==> config.mk <==
export PLATFORM = sky130hd
export DESIGN_NAME = rspi_cfg
export DESIGN_NICKNAME = d
export VERILOG_FILES = /design/src/rtl/rspi_pkg.sv /design/src/rtl/rspi_cfg.sv
export SDC_FILE = /design/constraint.sdc
export NUM_CORES = 1
export LEC_CHECK = 0
export ABC_AREA = 1
export BUFFER_PORTS_ARGS = -buffer_cell sky130_fd_sc_hd__buf_4
export CORE_ASPECT_RATIO = 2
export CORE_UTILIZATION = 55
export DETAILED_ROUTE_END_ITERATION = 7
export PLACE_DENSITY = 0.86
export SYNTH_ARGS = -nofsm -noshare
export SYNTH_HDL_FRONTEND = slang
export SYNTH_SLANG_ARGS = --single-unit
==> constraint.sdc <==
create_clock -name clk -period 2.65 [get_ports clk]
set_input_delay 0.3975 -clock clk [delete_from_list [all_inputs] [get_ports clk]]
set_output_delay 0.3975 -clock clk [all_outputs]
set_load 0.02 [all_outputs]
==> src/rtl/rspi_pkg.sv <==
// ----------------------------------------------------------------------------
// rspi_pkg: shared types and constants
// Payload structures, register codes and pipeline sizes for the ray segment
// versus plane intersection block.
// ----------------------------------------------------------------------------
package rspi_pkg;

	localparam int DOT_ST = 3;
	localparam int QW     = 17;
	localparam int DIV_ST = QW;
	localparam int PT_ST  = 2;
	localparam int NST    = DOT_ST + DIV_ST + PT_ST;

	// Width of the divider operands; dividend below 2^49, divisor below 2^48.
	localparam int DW = 51;
	localparam int DNW = 50;

	localparam logic [QW-1:0] ONE_Q16 = QW'(65536);

	localparam logic [2:0] REG_NX  = 3'd0;
	localparam logic [2:0] REG_NY  = 3'd1;
	localparam logic [2:0] REG_NZ  = 3'd2;
	localparam logic [2:0] REG_OFF = 3'd3;
	localparam logic [2:0] REG_EPS = 3'd4;

	typedef struct packed {
		logic signed [31:0] nx;
		logic signed [31:0] ny;
		logic signed [31:0] nz;
		logic signed [31:0] off;
		logic [16:0]        eps;
	} cfg_t;

	typedef struct packed {
		logic signed [31:0] sx;
		logic signed [31:0] sy;
		logic signed [31:0] sz;
		logic signed [31:0] dx;
		logic signed [31:0] dy;
		logic signed [31:0] dz;
	} ray_t;

	typedef struct packed {
		ray_t          ray;
		logic          miss;
		logic [DW-1:0] rem;
		logic [DW-1:0] dv;
		logic [QW-1:0] quo;
	} div_t;

	typedef struct packed {
		logic               hit;
		logic signed [31:0] px;
		logic signed [31:0] py;
		logic signed [31:0] pz;
	} res_t;

endpackage

==> src/rtl/rspi_cfg.sv <==
// ----------------------------------------------------------------------------
// rspi_cfg: configuration registers
// APB-style register file holding the plane normal, offset and epsilon.
// ----------------------------------------------------------------------------
module rspi_cfg (
	input  logic          clk,
	input  logic          arst_n,
	input  logic          psel,
	input  logic          penable,
	input  logic          pwrite,
	input  logic [4:0]    paddr,
	input  logic [31:0]   pwdata,
	output logic [31:0]   prdata,
	output logic          pready,
	output rspi_pkg::cfg_t cfg
);
	import rspi_pkg::*;

	cfg_t cfg_q;
	logic wr;

	assign pready = 1'b1;
	assign wr     = psel && penable && pwrite && pready;
	assign cfg    = cfg_q;

	always_ff @(posedge clk or negedge arst_n) begin
		if (!arst_n) begin
			cfg_q.nx  <= '0;
			cfg_q.ny  <= 32'sd65536;
			cfg_q.nz  <= '0;
			cfg_q.off <= '0;
			cfg_q.eps <= 17'd1;
		end else if (wr) begin
			unique case (paddr[4:2])
				REG_NX:  cfg_q.nx  <= pwdata;
				REG_NY:  cfg_q.ny  <= pwdata;
				REG_NZ:  cfg_q.nz  <= pwdata;
				REG_OFF: cfg_q.off <= pwdata;
				REG_EPS: cfg_q.eps <= pwdata[16:0];
				default: ;
			endcase
		end
	end

	always_comb begin
		unique case (paddr[4:2])
			REG_NX:  prdata = cfg_q.nx;
			REG_NY:  prdata = cfg_q.ny;
			REG_NZ:  prdata = cfg_q.nz;
			REG_OFF: prdata = cfg_q.off;
			REG_EPS: prdata = {15'd0, cfg_q.eps};
			default: prdata = '0;
		endcase
	end

endmodule

After elaboration in Yosys (flattened, before gate mapping):

Index checks and enable logic that the tools add are counted.

* muxes and demuxes: 1
* reductions and logical operators: 8
* equal/unequal tests: 4

Operators with widths (number)
* $pmux W32 S5: 1
* $reduce_and A2 Y1: 5
* $eq A3 B2 Y1 const B: 2
* $eq A3 B1 Y1 const B: 1
* $eq A3 B3 Y1 const B: 1
* $logic_not A3 Y1: 1
* $logic_and A1 B1 Y1: 2

* output and inout port bits: 178
* register bits after elaboration: 145

Depth between registers and ports, before layout:

* depth after elaboration: 3
* gate-level depth with buffers: 8
* gate-level depth less buffers: 5

Least setup slack after synthesis:

Ideal clock, no wire load.

* kind: input -> output
* start point: input port paddr[3]
* end point: output port prdata[12]
* arrival time: 1.343 ns
* cell stages on the path: 7
* path slack: 0.909 ns
* buffers on the path: 2
* required time: 2.253 ns
* cells stage by stage: buf_4 -> nor2_4 -> buf_1 -> nand3_1 -> o21ai_1 -> inv_1 -> nand2_1

* longest elaborated chain between the ends: 2
* elaborated cells on any way between the ends: 6

RTL lines
* start: declaration: line rspi_cfg.sv:11 `input logic [4:0] paddr,`
* $eq A3 B3 Y1, or another cell as far along: line rspi_cfg.sv:46 `unique case (paddr[4:2])`
* $pmux W32 S5 *: line rspi_cfg.sv:46
* end: declaration: line rspi_cfg.sv:13 `output logic [31:0] prdata,`

Mark *: on every way between the ends. The rest lies on a longest branch, timed or not.

Worst setup path in the final report:

Ends and elaborated chain as after synthesis.

==> results.toml <==
[synth]
ys_seq_area_share_pct = 52.01
synth_top_area_cell = "dfrtp_1"
synthTopCellsByCount = "nand2_1 (369), o21ai_0 (145), dfrtp_1 (143), nand3_1 (82), nand4_1 (47)"
ys.flop_type = "dfrtp_1"
yosysWarnings = 0
synth-edff-count = 0
ys_top_cells_by_area = "dfrtp_1 (51%), nand2_1 (20%), o21ai_0 (10%)"
netlist_area_sq_um = 6982
avgSynthCellArea_sq_um = 7.766
synth_cell_type_count = 19
async_flop_share_pct = 100.0
netlist.area_leader.share_pct = 51.25
synth.net_count = 941
synth_seq_cells = 145
yosysMostFrequentCell = "nand2_1"
netlist_instances = 899

[setup_path]
critPathKind = "in -> out"
cp_slowest_stage_delay_ps = 340
worstSetupStartpointType = "input pin"
critPathBufInv = 2
r2r_slack_ps = 1850
cp.required_ps = 2250
crit_chain = "buf_4 > nor2_4 > nand2_2 > nor2_1 > nor2_1 > nand2_1 > buf_4"
critPathArrivalTime_ps = 1770
crit_path_max_fanout = 23
crit_family = "simple AND/OR/NAND/NOR gates"
worst_path_max_delay_cell = "nand2_2"
endpoint_kind = "primary output"

[clock_tree]
ctsHoldBuffers = 1
clock_path_buffers = 2
cts_setup_buffers = 0
clock_sinks = 145
cts_buffers = 17
htree_num_levels = 4
root_buffer = "clkbuf_16"
insertion_delay_ps = 410
path_clk_slew_ps = 60
cts_resized = 0
cts_tree = "done"

[grt]
grt_remaining_overflow = 0
antenna_found_initial = 0
grt.total_usage_pct = 39.34
grt_first_pass_wirelength_um = 38560
grt_max_degree = 66
grt_pass1_vias = 7567

[outcome]
outcome = "complete, no violations"

[worst_hold_path]
min_path_type = "in -> reg"

[layout]
fillers = 894
largest_reg_flops = 145
multi_input_area_sq_um = 3007
drive_above_1_share_pct = 26.30
areaGrowthSynthToFinish_pct = 34.00
num_antenna_cells = 0
nNetsFinal = 1128
final_util_pct = 76.26
regArea_sq_um = 3631

[timing]
fin_tns_setup_ps = 0
fin_skew_ps = 0
fin_crit_sh_pct = 81.64
setup_viol = 0
rsz0062_at_grt = "false"
whs_ps = 205.5
hold_viol_final = 0
fin_crit_ps = 2163
max_slew_margin_pct = 59.00
worst_pin_slew_ps = 615.0
finalWorstSetupSlack_ps = 486.6
maxSlewViolCount = 0
max_freq_mhz = 462.2

[power]
power_frac_clock_pct = 31.7
power_density_nw_per_um2 = 812.8
seqPwrFrac_pct = 39.5
p_comb_share_pct = 28.8
power_leakage_nw = 4.994
intPower_mw = 4.920
p_switching_mw = 2.684
power.total_mw = 7.604
swShare_pct = 35.30
peakVddDrop_mv = 0.5710

[route]
antenna_left = 0
drtPass1Iterations = 5
vias = 7643
drt-wirelength-per-cell_um = 19.76
viasPerCell = 6.134
drtIter0Drc = 817
post-route-drc-count = 0
wirelength_um = 24620

[placement]
port_buffers = 216
place_ws_ps = 448.7
routabilityCongestion = 0.8873
dp_hpwl_um = 15940

[die]
pin_count = 220
die-height_um = 161.3
coreArea_sq_um = 12270
floorplan.initialDensity_pct = 56.92
dieArea_sq_um = 13180
rows = 57
die_w_um = 81.67

[run]
drv_cap = 0
==> layer usage <==
| metal | global-route usage (%) | part of all wire, % | vias to the layer above |
|---|---|---|---|
| met5 | 0 | 0 | - |
| met2 | 64.32 | 52 | 553 |
| li1 | - | - | 3351 |
| met3 | 10.90 | 9.8 | 146 |
| met1 | 42.41 | 32 | 3593 |
| met4 | 27.99 | 6.8 | 0 |
==> power groups by stage <==
stage	logic, mW	clock network, mW	registers, mW
after floorplan	0.570	0	3.45
after global placement	2.12	0	3.00
after detailed placement	2.16	0	3.02
after global routing	2.35	2.52	3.04
after CTS	2.18	2.42	2.99
final	2.19	2.41	3.00
==> worst paths after layout <==
| path | start | endpoint | depth (start not counted) |
|---|---|---|---|
| min in group asynchronous | arst_n | cfg[115] | 2 |
| max | paddr[3] | prdata[12] | 7 |
| max reg2reg | cfg[117] | cfg[117] | 2 |
| min reg2reg | cfg[97] | cfg[97] | 2 |
| min | pwdata[25] | cfg[74] | 3 |
| max in group asynchronous | arst_n | cfg[116] | 3 |
==> per-stage QoR <==
step | cells | area [sq um]
after detailed placement | 1213 | 8745
after global placement | 1213 | 8745
after CTS | 1246 | 9355
after global routing | 1246 | 9355
final | 1246 | 9355
after floorplan | 899 | 6982
==> cell families after synthesis <==
group                  count (synthesis)  synth area share (%)
AO/OA/AOI/OAI                        146                 10.47
buffers and inverters                 80                 5.251
flip-flops                           145                 52.01
AND/OR/NAND/NOR                      527                 32.22
other                                  1               0.05371
==> worst reg2reg max path, delay by kind of cell (launching register included) <==
kind,cells,cell delay (ps)
simple gates,1,110
flops,1,420
compound gates,1,140
==> layout make-up <==
| cell class | count | share of cell area [%] |
|---|---|---|
| sequential | 145 | 38.81 |
| clock inverter | 13 | 1.578 |
| tap | 147 | 1.966 |
| timing repair buffer | 242 | 20.42 |
| clock buffer | 19 | 4.842 |
| inverter | 6 | 0.2407 |
| multi-input combinational | 674 | 32.14 |
==> layout by cell type, fill, tap and decap left out, drive strengths merged <==
master       instances
clkbuf              19
nand4               47
nand2              372
dfrtp              143
dlygate4sd3          1
clkinv               3
bufinv               2
inv                 10
clkinvlp             4
nor2                25
dfstp                2
nand3               83
buf                241
o21ai              146
conb                 1
Note: power is estimated with default switching activity, not from simulation.
